==> src/hdl/sim_pkg.sv <==
package sim_pkg;

	localparam int COORD_BITS_DEF  = 31;
	localparam int QUEUE_DEPTH_DEF = 2;
	localparam int SEQ_BITS        = 16;
	localparam int GRP_BITS        = 32;
	localparam int CFG_BITS        = 31;
	localparam int CFG_IDX_BITS    = 2;

	localparam logic [CFG_IDX_BITS-1:0] REG_GAP_TOLERANCE   = 2'd0;
	localparam logic [CFG_IDX_BITS-1:0] REG_SIZE_LIMIT_ON   = 2'd1;
	localparam logic [CFG_IDX_BITS-1:0] REG_MAX_GROUP_WIDTH = 2'd2;

	typedef enum logic [1:0] {
		PH_CLOSE,
		PH_LABEL,
		PH_FINAL
	} sim_phase_t;

	function automatic int in_width(input int coord_bits);
		return ((SEQ_BITS + 2 * coord_bits + 7) / 8) * 8;
	endfunction

	function automatic int out_width(input int coord_bits);
		return ((GRP_BITS + SEQ_BITS + 2 * coord_bits + 7) / 8) * 8;
	endfunction

	function automatic int entry_width(input int coord_bits);
		return 2 * (1 + GRP_BITS + SEQ_BITS + 2 * coord_bits);
	endfunction

endpackage

==> src/hdl/sim_queue.sv <==
module sim_queue #(
	parameter int WIDTH = 8,
	parameter int DEPTH = 2
) (
	input  logic             clk,
	input  logic             arst_n,
	input  logic             push,
	input  logic [WIDTH-1:0] wdata,
	input  logic             pop,
	output logic [WIDTH-1:0] rdata,
	output logic             full,
	output logic             empty
);

	localparam int PTR_BITS = (DEPTH > 1) ? $clog2(DEPTH) : 1;
	localparam int CNT_BITS = $clog2(DEPTH + 1);

	logic [WIDTH-1:0]    mem_q [DEPTH];
	logic [PTR_BITS-1:0] wr_ptr_q;
	logic [PTR_BITS-1:0] rd_ptr_q;
	logic [CNT_BITS-1:0] count_q;
	logic                do_push;
	logic                do_pop;

	assign full    = (count_q == CNT_BITS'(DEPTH));
	assign empty   = (count_q == '0);
	assign do_push = push && !full;
	assign do_pop  = pop && !empty;
	assign rdata   = mem_q[rd_ptr_q];

	function automatic logic [PTR_BITS-1:0] next_ptr(input logic [PTR_BITS-1:0] p);
		return (p == PTR_BITS'(DEPTH - 1)) ? '0 : p + 1'b1;
	endfunction

	always_ff @(posedge clk or negedge arst_n) begin
		if (!arst_n) begin
			wr_ptr_q <= '0;
			rd_ptr_q <= '0;
			count_q  <= '0;
		end else begin
			if (do_push) begin
				wr_ptr_q <= next_ptr(wr_ptr_q);
			end
			if (do_pop) begin
				rd_ptr_q <= next_ptr(rd_ptr_q);
			end
			if (do_push && !do_pop) begin
				count_q <= count_q + 1'b1;
			end else if (do_pop && !do_push) begin
				count_q <= count_q - 1'b1;
			end
		end
	end

	always_ff @(posedge clk) begin
		if (do_push) begin
			mem_q[wr_ptr_q] <= wdata;
		end
	end

endmodule

==> src/hdl/sim_front.sv <==
module sim_front #(
	parameter int COORD_BITS = sim_pkg::COORD_BITS_DEF
) (
	input  logic                                           clk,
	input  logic                                           arst_n,
	input  logic                                           s_tvalid,
	output logic                                           s_tready,
	input  logic [sim_pkg::in_width(COORD_BITS)-1:0]       s_tdata,
	input  logic                                           s_tuser,
	input  logic                                           s_tlast,
	input  logic                                           cfg_valid,
	input  logic [sim_pkg::CFG_IDX_BITS-1:0]               cfg_index,
	input  logic [sim_pkg::CFG_BITS-1:0]                   cfg_data,
	input  logic                                           q_full,
	output logic                                           q_push,
	output logic [sim_pkg::entry_width(COORD_BITS)-1:0]    q_wdata
);

	import sim_pkg::*;

	localparam int CMPW = ((COORD_BITS > CFG_BITS) ? COORD_BITS : CFG_BITS) + 1;

	logic [CFG_BITS-1:0]   gap_tol_q;
	logic                  size_lim_q;
	logic [CFG_BITS-1:0]   max_width_q;

	logic                  have_q;
	logic [SEQ_BITS-1:0]   prev_seq_q;
	logic [COORD_BITS-1:0] prev_end_q;
	logic                  prev_sign_q;
	logic [COORD_BITS-1:0] grp_start_q;
	logic [COORD_BITS-1:0] grp_max_end_q;
	logic [GRP_BITS-1:0]   grp_count_q;

	logic [SEQ_BITS-1:0]   seq;
	logic [COORD_BITS-1:0] st;
	logic [COORD_BITS-1:0] en;
	logic                  sg;
	logic                  fin;
	logic                  accept;
	logic [COORD_BITS-1:0] gap;
	logic [COORD_BITS-1:0] span;
	logic                  gap_split;
	logic                  width_split;
	logic                  split;
	logic                  open_grp;
	logic [GRP_BITS-1:0]   count_inc;
	logic [GRP_BITS-1:0]   count_new;
	logic [COORD_BITS-1:0] start_new;
	logic [COORD_BITS-1:0] max_end_new;

	assign seq = s_tdata[SEQ_BITS-1:0];
	assign st  = s_tdata[SEQ_BITS +: COORD_BITS];
	assign en  = s_tdata[SEQ_BITS+COORD_BITS +: COORD_BITS];
	assign sg  = s_tuser;
	assign fin = s_tlast;

	assign s_tready = !q_full;
	assign accept   = s_tvalid && s_tready;
	assign q_push   = accept;

	assign gap  = st - prev_end_q - 1'b1;
	assign span = en - grp_start_q;

	assign gap_split   = (st > prev_end_q) && (CMPW'(gap) > CMPW'(gap_tol_q));
	assign width_split = size_lim_q && (en >= grp_start_q)
		&& (CMPW'(span) >= CMPW'(max_width_q));
	assign split = have_q && ((seq != prev_seq_q) || gap_split
		|| (sg != prev_sign_q) || width_split);
	assign open_grp = !have_q || split;

	assign count_inc   = (&grp_count_q) ? grp_count_q : grp_count_q + 1'b1;
	assign count_new   = open_grp ? count_inc : grp_count_q;
	assign start_new   = open_grp ? st : grp_start_q;
	assign max_end_new = (open_grp || (en > grp_max_end_q)) ? en : grp_max_end_q;

	// Closed group first, then the label group, then the group as it stands after this item.
	assign q_wdata = {split, grp_count_q, prev_seq_q, grp_start_q, grp_max_end_q,
		fin, count_new, seq, start_new, max_end_new};

	always_ff @(posedge clk or negedge arst_n) begin
		if (!arst_n) begin
			gap_tol_q   <= '0;
			size_lim_q  <= 1'b0;
			max_width_q <= CFG_BITS'(1);
		end else if (cfg_valid) begin
			case (cfg_index)
				REG_GAP_TOLERANCE:   gap_tol_q   <= cfg_data;
				REG_SIZE_LIMIT_ON:   size_lim_q  <= cfg_data[0];
				REG_MAX_GROUP_WIDTH: max_width_q <= cfg_data;
				default: ;
			endcase
		end
	end

	always_ff @(posedge clk or negedge arst_n) begin
		if (!arst_n) begin
			have_q        <= 1'b0;
			prev_seq_q    <= '0;
			prev_end_q    <= '0;
			prev_sign_q   <= 1'b0;
			grp_start_q   <= '0;
			grp_max_end_q <= '0;
			grp_count_q   <= '0;
		end else if (accept) begin
			if (fin) begin
				have_q        <= 1'b0;
				prev_seq_q    <= '0;
				prev_end_q    <= '0;
				prev_sign_q   <= 1'b0;
				grp_start_q   <= '0;
				grp_max_end_q <= '0;
				grp_count_q   <= '0;
			end else begin
				have_q        <= 1'b1;
				prev_seq_q    <= seq;
				prev_end_q    <= en;
				prev_sign_q   <= sg;
				grp_start_q   <= start_new;
				grp_max_end_q <= max_end_new;
				grp_count_q   <= count_new;
			end
		end
	end

endmodule

==> src/hdl/sim_back.sv <==
module sim_back #(
	parameter int COORD_BITS = sim_pkg::COORD_BITS_DEF
) (
	input  logic                                         clk,
	input  logic                                         arst_n,
	input  logic                                         q_empty,
	input  logic [sim_pkg::entry_width(COORD_BITS)-1:0]  q_rdata,
	output logic                                         q_pop,
	output logic                                         m_tvalid,
	input  logic                                         m_tready,
	output logic [sim_pkg::out_width(COORD_BITS)-1:0]    m_tdata,
	output logic                                         m_tuser,
	output logic                                         m_tlast
);

	import sim_pkg::*;

	localparam int OUT_W = out_width(COORD_BITS);

	sim_phase_t ph_q;
	sim_phase_t ph_d;
	sim_phase_t cur;

	logic                  close_v;
	logic [GRP_BITS-1:0]   close_grp;
	logic [SEQ_BITS-1:0]   close_seq;
	logic [COORD_BITS-1:0] close_st;
	logic [COORD_BITS-1:0] close_en;
	logic                  fin;
	logic [GRP_BITS-1:0]   lbl_grp;
	logic [SEQ_BITS-1:0]   fin_seq;
	logic [COORD_BITS-1:0] fin_st;
	logic [COORD_BITS-1:0] fin_en;

	logic                  fire;
	logic [GRP_BITS-1:0]   o_grp;
	logic [SEQ_BITS-1:0]   o_seq;
	logic [COORD_BITS-1:0] o_st;
	logic [COORD_BITS-1:0] o_en;

	assign {close_v, close_grp, close_seq, close_st, close_en,
		fin, lbl_grp, fin_seq, fin_st, fin_en} = q_rdata;

	assign m_tvalid = !q_empty;
	assign fire     = m_tvalid && m_tready;
	assign cur      = ((ph_q == PH_CLOSE) && !close_v) ? PH_LABEL : ph_q;
	assign m_tdata  = OUT_W'({o_en, o_st, o_seq, o_grp});

	always_ff @(posedge clk or negedge arst_n) begin
		if (!arst_n) begin
			ph_q <= PH_CLOSE;
		end else begin
			ph_q <= ph_d;
		end
	end

	always_comb begin
		ph_d    = ph_q;
		q_pop   = 1'b0;
		m_tuser = 1'b0;
		m_tlast = 1'b0;
		o_grp   = lbl_grp;
		o_seq   = '0;
		o_st    = '0;
		o_en    = '0;
		case (cur)
			PH_CLOSE: begin
				m_tuser = 1'b1;
				o_grp   = close_grp;
				o_seq   = close_seq;
				o_st    = close_st;
				o_en    = close_en;
				if (fire) begin
					ph_d = PH_LABEL;
				end
			end
			PH_LABEL: begin
				m_tlast = !fin;
				if (fire) begin
					if (fin) begin
						ph_d = PH_FINAL;
					end else begin
						ph_d  = PH_CLOSE;
						q_pop = 1'b1;
					end
				end
			end
			PH_FINAL: begin
				m_tuser = 1'b1;
				m_tlast = 1'b1;
				o_seq   = fin_seq;
				o_st    = fin_st;
				o_en    = fin_en;
				if (fire) begin
					ph_d  = PH_CLOSE;
					q_pop = 1'b1;
				end
			end
			default: begin
				ph_d = PH_CLOSE;
			end
		endcase
	end

endmodule

==> src/hdl/sorted_interval_merger.sv <==
// An interval's first result is offered once its registered queue entry is at the queue head.
// Throughput: the front takes one interval per cycle while its queue has room; the output
// gives one result per cycle while m_tready is high, so an interval gives one to three results
// (two typical: closed region plus label), and the single output port sets the sustained rate.
// Reset: arst_n clears the group state, the queue and the output phase; registers return to
// a gap tolerance of 0, size limit off and a maximum group width of 1.
module sorted_interval_merger #(
	parameter int COORD_BITS  = sim_pkg::COORD_BITS_DEF,
	parameter int QUEUE_DEPTH = sim_pkg::QUEUE_DEPTH_DEF
) (
	input  logic                                     clk,
	input  logic                                     arst_n,
	input  logic                                     s_tvalid,
	output logic                                     s_tready,
	// seq_id, iv_start, iv_end, zero padding
	input  logic [sim_pkg::in_width(COORD_BITS)-1:0] s_tdata,
	// strand_sign
	input  logic                                     s_tuser,
	input  logic                                     s_tlast,
	output logic                                     m_tvalid,
	input  logic                                     m_tready,
	// group_number, region_seq, region_start, region_end, zero padding
	output logic [sim_pkg::out_width(COORD_BITS)-1:0] m_tdata,
	// kind
	output logic                                     m_tuser,
	output logic                                     m_tlast,
	input  logic                                     cfg_valid,
	output logic                                     cfg_ready,
	input  logic [sim_pkg::CFG_IDX_BITS-1:0]         cfg_index,
	input  logic [sim_pkg::CFG_BITS-1:0]             cfg_data
);

	import sim_pkg::*;

	localparam int ENTRY_W = entry_width(COORD_BITS);

	logic               q_push;
	logic               q_pop;
	logic               q_full;
	logic               q_empty;
	logic [ENTRY_W-1:0] q_wdata;
	logic [ENTRY_W-1:0] q_rdata;

	assign cfg_ready = 1'b1;

	sim_front #(
		.COORD_BITS(COORD_BITS)
	) u_front (
		.clk      (clk),
		.arst_n   (arst_n),
		.s_tvalid (s_tvalid),
		.s_tready (s_tready),
		.s_tdata  (s_tdata),
		.s_tuser  (s_tuser),
		.s_tlast  (s_tlast),
		.cfg_valid(cfg_valid),
		.cfg_index(cfg_index),
		.cfg_data (cfg_data),
		.q_full   (q_full),
		.q_push   (q_push),
		.q_wdata  (q_wdata)
	);

	sim_queue #(
		.WIDTH(ENTRY_W),
		.DEPTH(QUEUE_DEPTH)
	) u_queue (
		.clk   (clk),
		.arst_n(arst_n),
		.push  (q_push),
		.wdata (q_wdata),
		.pop   (q_pop),
		.rdata (q_rdata),
		.full  (q_full),
		.empty (q_empty)
	);

	sim_back #(
		.COORD_BITS(COORD_BITS)
	) u_back (
		.clk     (clk),
		.arst_n  (arst_n),
		.q_empty (q_empty),
		.q_rdata (q_rdata),
		.q_pop   (q_pop),
		.m_tvalid(m_tvalid),
		.m_tready(m_tready),
		.m_tdata (m_tdata),
		.m_tuser (m_tuser),
		.m_tlast (m_tlast)
	);

endmodule

==> config.mk <==
export PLATFORM = sky130hd
export DESIGN_NAME = sorted_interval_merger
export DESIGN_NICKNAME = d
export VERILOG_FILES = /design/src/hdl/sim_pkg.sv /design/src/hdl/sim_queue.sv /design/src/hdl/sim_front.sv /design/src/hdl/sim_back.sv /design/src/hdl/sorted_interval_merger.sv
export SDC_FILE = /design/constraint.sdc
export NUM_CORES = 1
export LEC_CHECK = 0
export BUFFER_PORTS_ARGS = -buffer_cell sky130_fd_sc_hd__buf_2
export CAP_MARGIN = 20
export CORE_MARGIN = 2
export CORE_UTILIZATION = 53
export DETAILED_ROUTE_END_ITERATION = 12
export HOLD_SLACK_MARGIN = 0.05
export PLACE_DENSITY = 0.78
export SLEW_MARGIN = 20
export SYNTH_ARGS = -nofsm -noshare
export SYNTH_HDL_FRONTEND = slang
export SYNTH_HIERARCHICAL = 1
export SYNTH_SLANG_ARGS = --single-unit
export TNS_END_PERCENT = 1
==> constraint.sdc <==
create_clock -name clk -period 14.02 [get_ports clk]
set_input_delay 1.402 -clock clk [delete_from_list [all_inputs] [get_ports clk]]
set_output_delay 1.402 -clock clk [all_outputs]
set_load 0.1 [all_outputs]
Yosys cells after proc, flatten, opt, wreduce, memory -nomap -nowiden
Memory sizes are Yosys's and may differ from the RTL's.
Index checks and enable logic that the tools add are counted.

storage, ports and cells
  latch bits = 0
  output and inout port bits = 117
  bits in registers = 212
  input bits = 120
  bits in writable memories = 444
  bits in read-only memories = 0
  memories kept = 1
  logic and storage cells = 105

memories
  memory         depth  width  rd ports  clocked after Yosys merged registers in  wr ports  RTL line         source
  u_queue.mem_q  2      222    1         0                                        1         sim_queue.sv:18  logic [WIDTH-1:0] mem_q [DEPTH];

operators by class
  $add $sub $neg = 8
  reduce and logical (&&, ||, !) cells = 34
  shifts and indexed selects = 0
  equal/unequal tests = 10
  $lt $le $gt $ge = 5
  div/mod/pow operators = 0
  $mul = 0
  muxes and demuxes = 33
  bitwise gates (word level) = 0

operator list
  kind                                                 number
  2-to-1 mux 31 bit                                    5
  2-to-1 mux 32 bit                                    4
  case mux 31 bit (2 select lines)                     2
  > comparator 31 bit                                  3
  >= comparator 31 bit                                 2
  subtractor 31 bit                                    2
  adder 32 x 1 -> 32 bit (second input constant)       1
  case mux 16 bit (2 select lines)                     1
  AND reduction 32 bit                                 1
  subtractor 31 x 1 -> 31 bit (second input constant)  1
  2-to-1 mux 16 bit                                    1
  != test 16 bit                                       1
  2-to-1 mux 2 bit                                     7
  logical AND 1 bit                                    11
  2-to-1 mux 1 bit                                     10
  logical NOT 2 bit                                    4
  logical NOT 1 bit                                    7
  == test 2 bit (second input constant)                3
  != test 2 x 1 -> 1 bit (second input constant)       3
  case mux 2 bit (3 select lines)                      1
  AND reduction 2 bit                                  3
  logical OR 1 bit                                     5
  == test 2 x 1 -> 1 bit (second input constant)       2
  case mux 1 bit (2 select lines)                      2
  other kinds (7)                                      8

Depth between registers and ports, before layout
  depth after elaboration = 12
  depth in mapped cells = 25
  depth with buffers taken out = 23

Hierarchy
The synthesis kept the hierarchy.

by module, submodules not included
  module                  area each (um^2)  cells an instance  seq. area each (um^2)  instances
  sim_queue               16917.5           710                13432.9                1
  sim_front               16087.9           1855               5156.2                 1
  sim_back                1730.4            240                50.0                   1
  sorted_interval_merger  11.3              2                  0.0                    1

Worst setup path before layout
OpenSTA, ideal clock, no wires.

  path kind = input -> register
  start = input s_tvalid
  end = memory u_queue/mem_q[0][0] (netlist name) (enable)
  buffers on the path = 2
  slack = 1.802 ns
  data required time = 13.211 ns
  setup time = 0.809 ns
  cell stages on the path = 6
  arrival = 11.409 ns
  cells stage by stage = nand2_1 clkbuf_1 inv_1 clkbuf_1 nand2_1 nor2_1

between the ends
  cells in the longest elaborated chain, start to end = 4

RTL lines
  element                                 RTL line                      source
  from (decl)                             sorted_interval_merger.sv:13  input logic s_tvalid,
  logical AND 1 bit                       sim_front.sv:59               assign accept = s_tvalid && s_tready;
  net q_push                              sorted_interval_merger.sv:37  logic q_push;
  logical AND 1 bit                       sim_queue.sv:27               assign do_push = push && !full;
  2-to-1 mux 1 bit                        sim_queue.sv:56               if (do_push) begin
  2-to-1 mux 1 bit (not written as such)  sim_queue.sv:57               mem_q[wr_ptr_q] <= wdata;
  to (decl)                               sim_queue.sv:18

The timed path passes the listed nets, and every way through them passes these cells.

Worst setup path in the final report
  start = input s_tdata[47] (netlist name)
  end = memory u_queue/mem_q[1][79] (netlist name), data pin

between the ends
  cells in the longest elaborated chain, start to end = 7
  elaborated cells on any way between the ends = 9
  classes of those cells = add/sub: 1; order compare: 2; mux: 1; reduce/logical: 5

RTL lines
  element                                                           RTL line                          source
  from (decl)                                                       sorted_interval_merger.sv:16      input logic [sim_pkg::in_width(COORD_BITS)-1:0] s_tdata,
  subtractor 31 bit / >= comparator 31 bit (equally long branches)  sim_front.sv:63, sim_front.sv:66
  >= comparator 31 bit / logical AND 1 bit (equally long branches)  sim_front.sv:67, sim_front.sv:66
  logical AND 1 bit (*)                                             sim_front.sv:67                   && (CMPW'(span) >= CMPW'(max_width_q));
  logical OR 1 bit (*)                                              sim_front.sv:69                   || (sg != prev_sign_q) || width_split);
  logical AND 1 bit (*)                                             sim_front.sv:68                   assign split = have_q && ((seq != prev_seq_q) || gap_split
  logical OR 1 bit (*)                                              sim_front.sv:70                   assign open_grp = !have_q || split;
  2-to-1 mux 32 bit (*)                                             sim_front.sv:73                   assign count_new = open_grp ? count_inc : grp_count_q;
  net q_wdata[79]                                                   sorted_interval_merger.sv:41      logic [ENTRY_W-1:0] q_wdata;

The timed path passes the listed nets; every way through them passes the cells marked *.

==> flow_summary.yaml <==
logic_synthesis:
  synth_async_sr_flop_share_pct: 32.3
  synth_top_cell_by_area: "sky130_fd_sc_hd__edfxtp_1"
  synth_compound_area_share_pct: 10.5
  postSynthAreaPerCell_sq_um: 12.4
  seq_area_frac_synth_pct: 53.6
  synth_fa_ha_area_share_pct: 5.80
  ys_seq_elements: 656
  synth_xor_xnor_area_share_pct: 2.67
  synthesis.instances: 2807
  post_synth_mux_area_share_pct: 13.7
  synth_top_family_by_area: "multiplexers"
  synth_top_area_share_pct: 38.4
  synth_simple_gate_area_share_pct: 8.66
  ys_types: 82
  dominantRegCellSynth: "sky130_fd_sc_hd__edfxtp_1"
  synth-warning-count: 6
  post_synth_main_area_contributors: "sky130_fd_sc_hd__edfxtp_1 (38%), sky130_fd_sc_hd__dfrtp_1 (15%), sky130_fd_sc_hd__mux2_4 (8.6%), sky130_fd_sc_hd__ha_1 (5.7%), sky130_fd_sc_hd__mux2_2 (4.8%)"
  number_of_flops_mapped_to_enable_cells_by_yosys: 444
  synthesis.area_sq_um: 34700
critical_path:
  worst-r2r-cell-count: 23
  setup.worst_path.start_class: "input pin"
  r2r_path_end: "u_queue/mem_q[1][79]$_DFFE_PP_"
  critical_path.endpoint_type: "flip-flop"
  critPathBufInv: 4
  arrival_ns: 8.41
  master_of_the_slowest_instance_on_the_critical_path: "sky130_fd_sc_hd__buf_4"
  timing.critical_path.depth: 25
  crit_path_start: "s_tdata[47]"
  crit_path_max_fanout: 60
  critPathKind: "input pin to flip-flop"
  r2r_setup_slack_ns: 6.61
  rr_startpoint: "u_front/grp_start_q[0]$_DFFE_PN0P_"
  path_delay_family: "compound AO/OA/AOI/OAI gates"
  max_stage_delay_ns: 0.64
  endpoint: "u_queue/mem_q[1][79]$_DFFE_PP_"
  cp_data_required_time_ns: 14.38
clock_tree:
  htree_levels: 3
  clk_root_buffer_cell: "sky130_fd_sc_hd__clkbuf_16"
  postCtsHoldBufs: 0
  clock_path_buffers: 3
  numCtsBuffers: 70
  clk_pin_slew_worst_paths_ns: 0.07
  clkLatencyLatePin_ns: 0.62
  cts.repair_timing.setup_buffer_count: 0
  cts_repair_resize_count: 0
  cts_tree: "built"
  clock-sinks: 656
timing:
  totalNegativeSetupSlack_ns: 0
  worstMarginPinSlew_ns: 1.14
  slew_viol_final: 0
  min_period_over_period_pct: 57.4
  final-setup-viol-count: 0
  max-slew-margin-rel_pct: 24.1
  finalClockSkew_ns: 0.0277
  unrepaired_setup_endpoints_after_global_routing: "no"
  clock.fmax_mhz: 124
  min_period_ns: 8.05
  hold_viol: 0
placed_design:
  io_buffers: 231
  gp_routability_congestion: 0.954
  place_area_sq_um: 36200
  post_dp_hpwl_um: 59200
routing:
  initialDrtViolationCount: 1901
  vias_per_cell: 5.97
  post-route-drc-count: 0
  postRouteWirelength_um: 86800
  ant_nets: 0
  vias: 23100
  drt-pass1-iter-count: 5
  post_drt_wl_per_cell_um: 22.4
die:
  boundaryPins: 237
  chipWidth_um: 260
  die_height_um: 260
  coreArea_sq_um: 64600
  die_area_sq_um: 67600
  initial_core_util_pct: 53.8
  fp-row-count: 93
global_routing:
  antenna_found_initial: 2
  grt_start_max_net_pins: 173
  grt_first_pass_wirelength_um: 132000
  grt_pass1_vias: 23000
  globalRoute.totalOverflow: 0
  overall_track_demand_over_capacity_in_global_routing_pct: 25.4
power:
  cellInternalPower_mw: 5.18
  clk_pwr_share_pct: 19.7
  netSwitchingFraction_pct: 44.9
  p_switching_mw: 4.22
  ir_drop_v: 0.000191
  p_leak_nw: 15.8
  power.combinational.fraction_pct: 48.7
  p_seq_share_pct: 31.5
  power_per_cell_area_nw_per_um2: 244
finish:
  area.growth.synth_to_final_pct: 11.0
  final_cell_area_sq_um: 38600
  filler_cell_count: 5105
  sequential_cell_area_sq_um: 18600
  layout.nets: 3246
  layout_commonest_cell: "sky130_fd_sc_hd__edfxtp_1"
  drive_above_1_share_pct: 24.6
  multi_input_comb_area_sq_um: 14400
  most-common-layout-cells: "sky130_fd_sc_hd__edfxtp_1 (444), sky130_fd_sc_hd__buf_2 (230), sky130_fd_sc_hd__nand2_1 (212)"
flow_run:
  cap_violations: 0
status:
  status: "finished clean"
worst_hold_path:
  class_of_the_most_critical_hold_timing_path: "flip-flop to flip-flop"
==> worst reg2reg max path: stages (launching register included) <==
cell                        delay, ns
sky130_fd_sc_hd__dfrtp_1         0.42
sky130_fd_sc_hd__ha_1            0.19
sky130_fd_sc_hd__inv_1           0.05
sky130_fd_sc_hd__fa_1            0.39
sky130_fd_sc_hd__a21o_1          0.20
sky130_fd_sc_hd__a221oi_1        0.58
sky130_fd_sc_hd__o31a_1          0.30
sky130_fd_sc_hd__o41a_1          0.32
sky130_fd_sc_hd__o21bai_1        0.09
sky130_fd_sc_hd__a21oi_1         0.28
sky130_fd_sc_hd__o2111ai_1       0.19
sky130_fd_sc_hd__a21oi_1         0.20
sky130_fd_sc_hd__xnor2_1         0.12
sky130_fd_sc_hd__ha_1            0.31
sky130_fd_sc_hd__nand4_1         0.15
sky130_fd_sc_hd__nor4_1          0.63
sky130_fd_sc_hd__a2111oi_0       0.29
sky130_fd_sc_hd__o211ai_1        0.22
sky130_fd_sc_hd__o221a_2         0.28
sky130_fd_sc_hd__o22ai_1         0.16
sky130_fd_sc_hd__nand3_2         0.12
sky130_fd_sc_hd__buf_4           0.64
sky130_fd_sc_hd__o21ai_0         0.61
sky130_fd_sc_hd__mux2_2          0.42
==> layout make-up <==
| class | count | share of cell area, % |
|---|---|---|
| inverter | 195 | 1.90 |
| sequential | 656 | 48.3 |
| clock inverter | 36 | 0.934 |
| multi-input combinational | 1790 | 37.5 |
| timing repair buffer | 253 | 3.54 |
| clock buffer | 91 | 5.04 |
| tap | 855 | 2.77 |
| antenna | 2 | 0.0130 |
==> flip-flops by register name, summed over array words and instances, names as in the netlist <==
signal and cells:
u_queue/mem_q 444, u_front/grp_count_q 32, u_front/gap_tol_q 31, u_front/grp_max_end_q 31
u_front/grp_start_q 31, u_front/max_width_q 31, u_front/prev_end_q 31, u_front/prev_seq_q 16
u_back/ph_q 2, u_queue/count_q 2, u_front/have_q 1, u_front/prev_sign_q 1
u_front/size_lim_q 1, u_queue/rd_ptr_q 1, u_queue/wr_ptr_q 1
==> power groups by stage <==
stage	Sequential [mW]	Clock, mW	Combinational (mW)
global route	3.02	1.96	4.87
global placement	2.96	0	4.47
finish	2.97	1.86	4.58
CTS	2.97	1.88	4.59
floorplan	2.97	0	3.82
detailed placement	3.00	0	4.56
==> how the worst min path moves through the flow <==
stage                                  startpoint                            endpoint  slack (ns)  cells past startpoint
2_1_floorplan  u_front/grp_count_q[5]$_DFFE_PN0P_     u_queue/mem_q[0][194]$_DFFE_PP_        0.44                      0
3_3_place_gp   u_front/prev_end_q[26]$_DFFE_PN0P_  u_front/prev_end_q[26]$_DFFE_PN0P_        0.47                      2
3_5_place_dp   u_front/prev_end_q[19]$_DFFE_PN0P_  u_front/prev_end_q[19]$_DFFE_PN0P_        0.47                      2
4_1_cts        u_front/prev_end_q[19]$_DFFE_PN0P_  u_front/prev_end_q[19]$_DFFE_PN0P_        0.49                      2
5_1_grt        u_front/max_width_q[7]$_DFFE_PN0P_  u_front/max_width_q[7]$_DFFE_PN0P_        0.52                      1
6_report       u_front/prev_end_q[19]$_DFFE_PN0P_  u_front/prev_end_q[19]$_DFFE_PN0P_        0.48                      2
==> per-stage QoR <==
stage | power (mW) | hold slack (ns) | instances | util, % | setup WS [ns]
floorplan | 6.78 | 0.440 | 2808 | - | 1.80
global placement | 7.43 | 0.472 | 3749 | 56.1 | 5.63
detailed placement | 7.57 | 0.472 | 3749 | 56.1 | 5.49
CTS | 9.44 | 0.487 | 3876 | 59.7 | 6.12
global route | 9.85 | 0.516 | 3876 | 59.7 | 5.58
finish | 9.40 | 0.485 | 3878 | 59.7 | 5.97
==> synthesized netlist by cell type, types with 14 or more instances <==
| cell | instances |
|---|---|
| sky130_fd_sc_hd__clkbuf_1 | 67 |
| sky130_fd_sc_hd__edfxtp_1 | 444 |
| sky130_fd_sc_hd__o311ai_0 | 31 |
| sky130_fd_sc_hd__nor4_1 | 17 |
| sky130_fd_sc_hd__mux2_2 | 148 |
| sky130_fd_sc_hd__dfrtp_1 | 211 |
| sky130_fd_sc_hd__inv_1 | 194 |
| sky130_fd_sc_hd__a211oi_1 | 14 |
| sky130_fd_sc_hd__o21ai_0 | 127 |
| sky130_fd_sc_hd__buf_6 | 22 |
| sky130_fd_sc_hd__xnor2_1 | 73 |
| sky130_fd_sc_hd__nand3_1 | 61 |
| sky130_fd_sc_hd__mux2_4 | 200 |
| sky130_fd_sc_hd__a22o_1 | 39 |
| sky130_fd_sc_hd__buf_2 | 39 |
| sky130_fd_sc_hd__nor3_1 | 54 |
| sky130_fd_sc_hd__nor2b_1 | 24 |
| sky130_fd_sc_hd__nand4_1 | 40 |
| sky130_fd_sc_hd__buf_4 | 24 |
| sky130_fd_sc_hd__ha_1 | 158 |
| sky130_fd_sc_hd__a21o_1 | 40 |
| sky130_fd_sc_hd__nor2_1 | 136 |
| sky130_fd_sc_hd__nand2_1 | 213 |
| sky130_fd_sc_hd__xor2_1 | 33 |
| sky130_fd_sc_hd__a21oi_1 | 97 |
| sky130_fd_sc_hd__a22oi_1 | 78 |
==> kinds of logic after synthesis <==
family / after synthesis
other: 2
adder cells (fa/ha/maj): 160
AND/OR/NAND/NOR: 630
buffers and inverters: 362
XOR/XNOR: 106
multiplexers: 358
AO/OA/AOI/OAI: 533
flip-flops: 656
==> layer usage <==
metal / wire, um / part of all wire [%] / vias to the layer above / track usage (%)
met5: 11 / 0.013 / - / 0
met4: 3670 / 4.2 / 2 / 11.6
met3: 5740 / 6.6 / 160 / 4.06
met2: 42000 / 48 / 876 / 42.0
met1: 35400 / 41 / 11500 / 33.1
li1: - / - / 10700 / -
No activity file was read; power rests on OpenSTA's default activity.
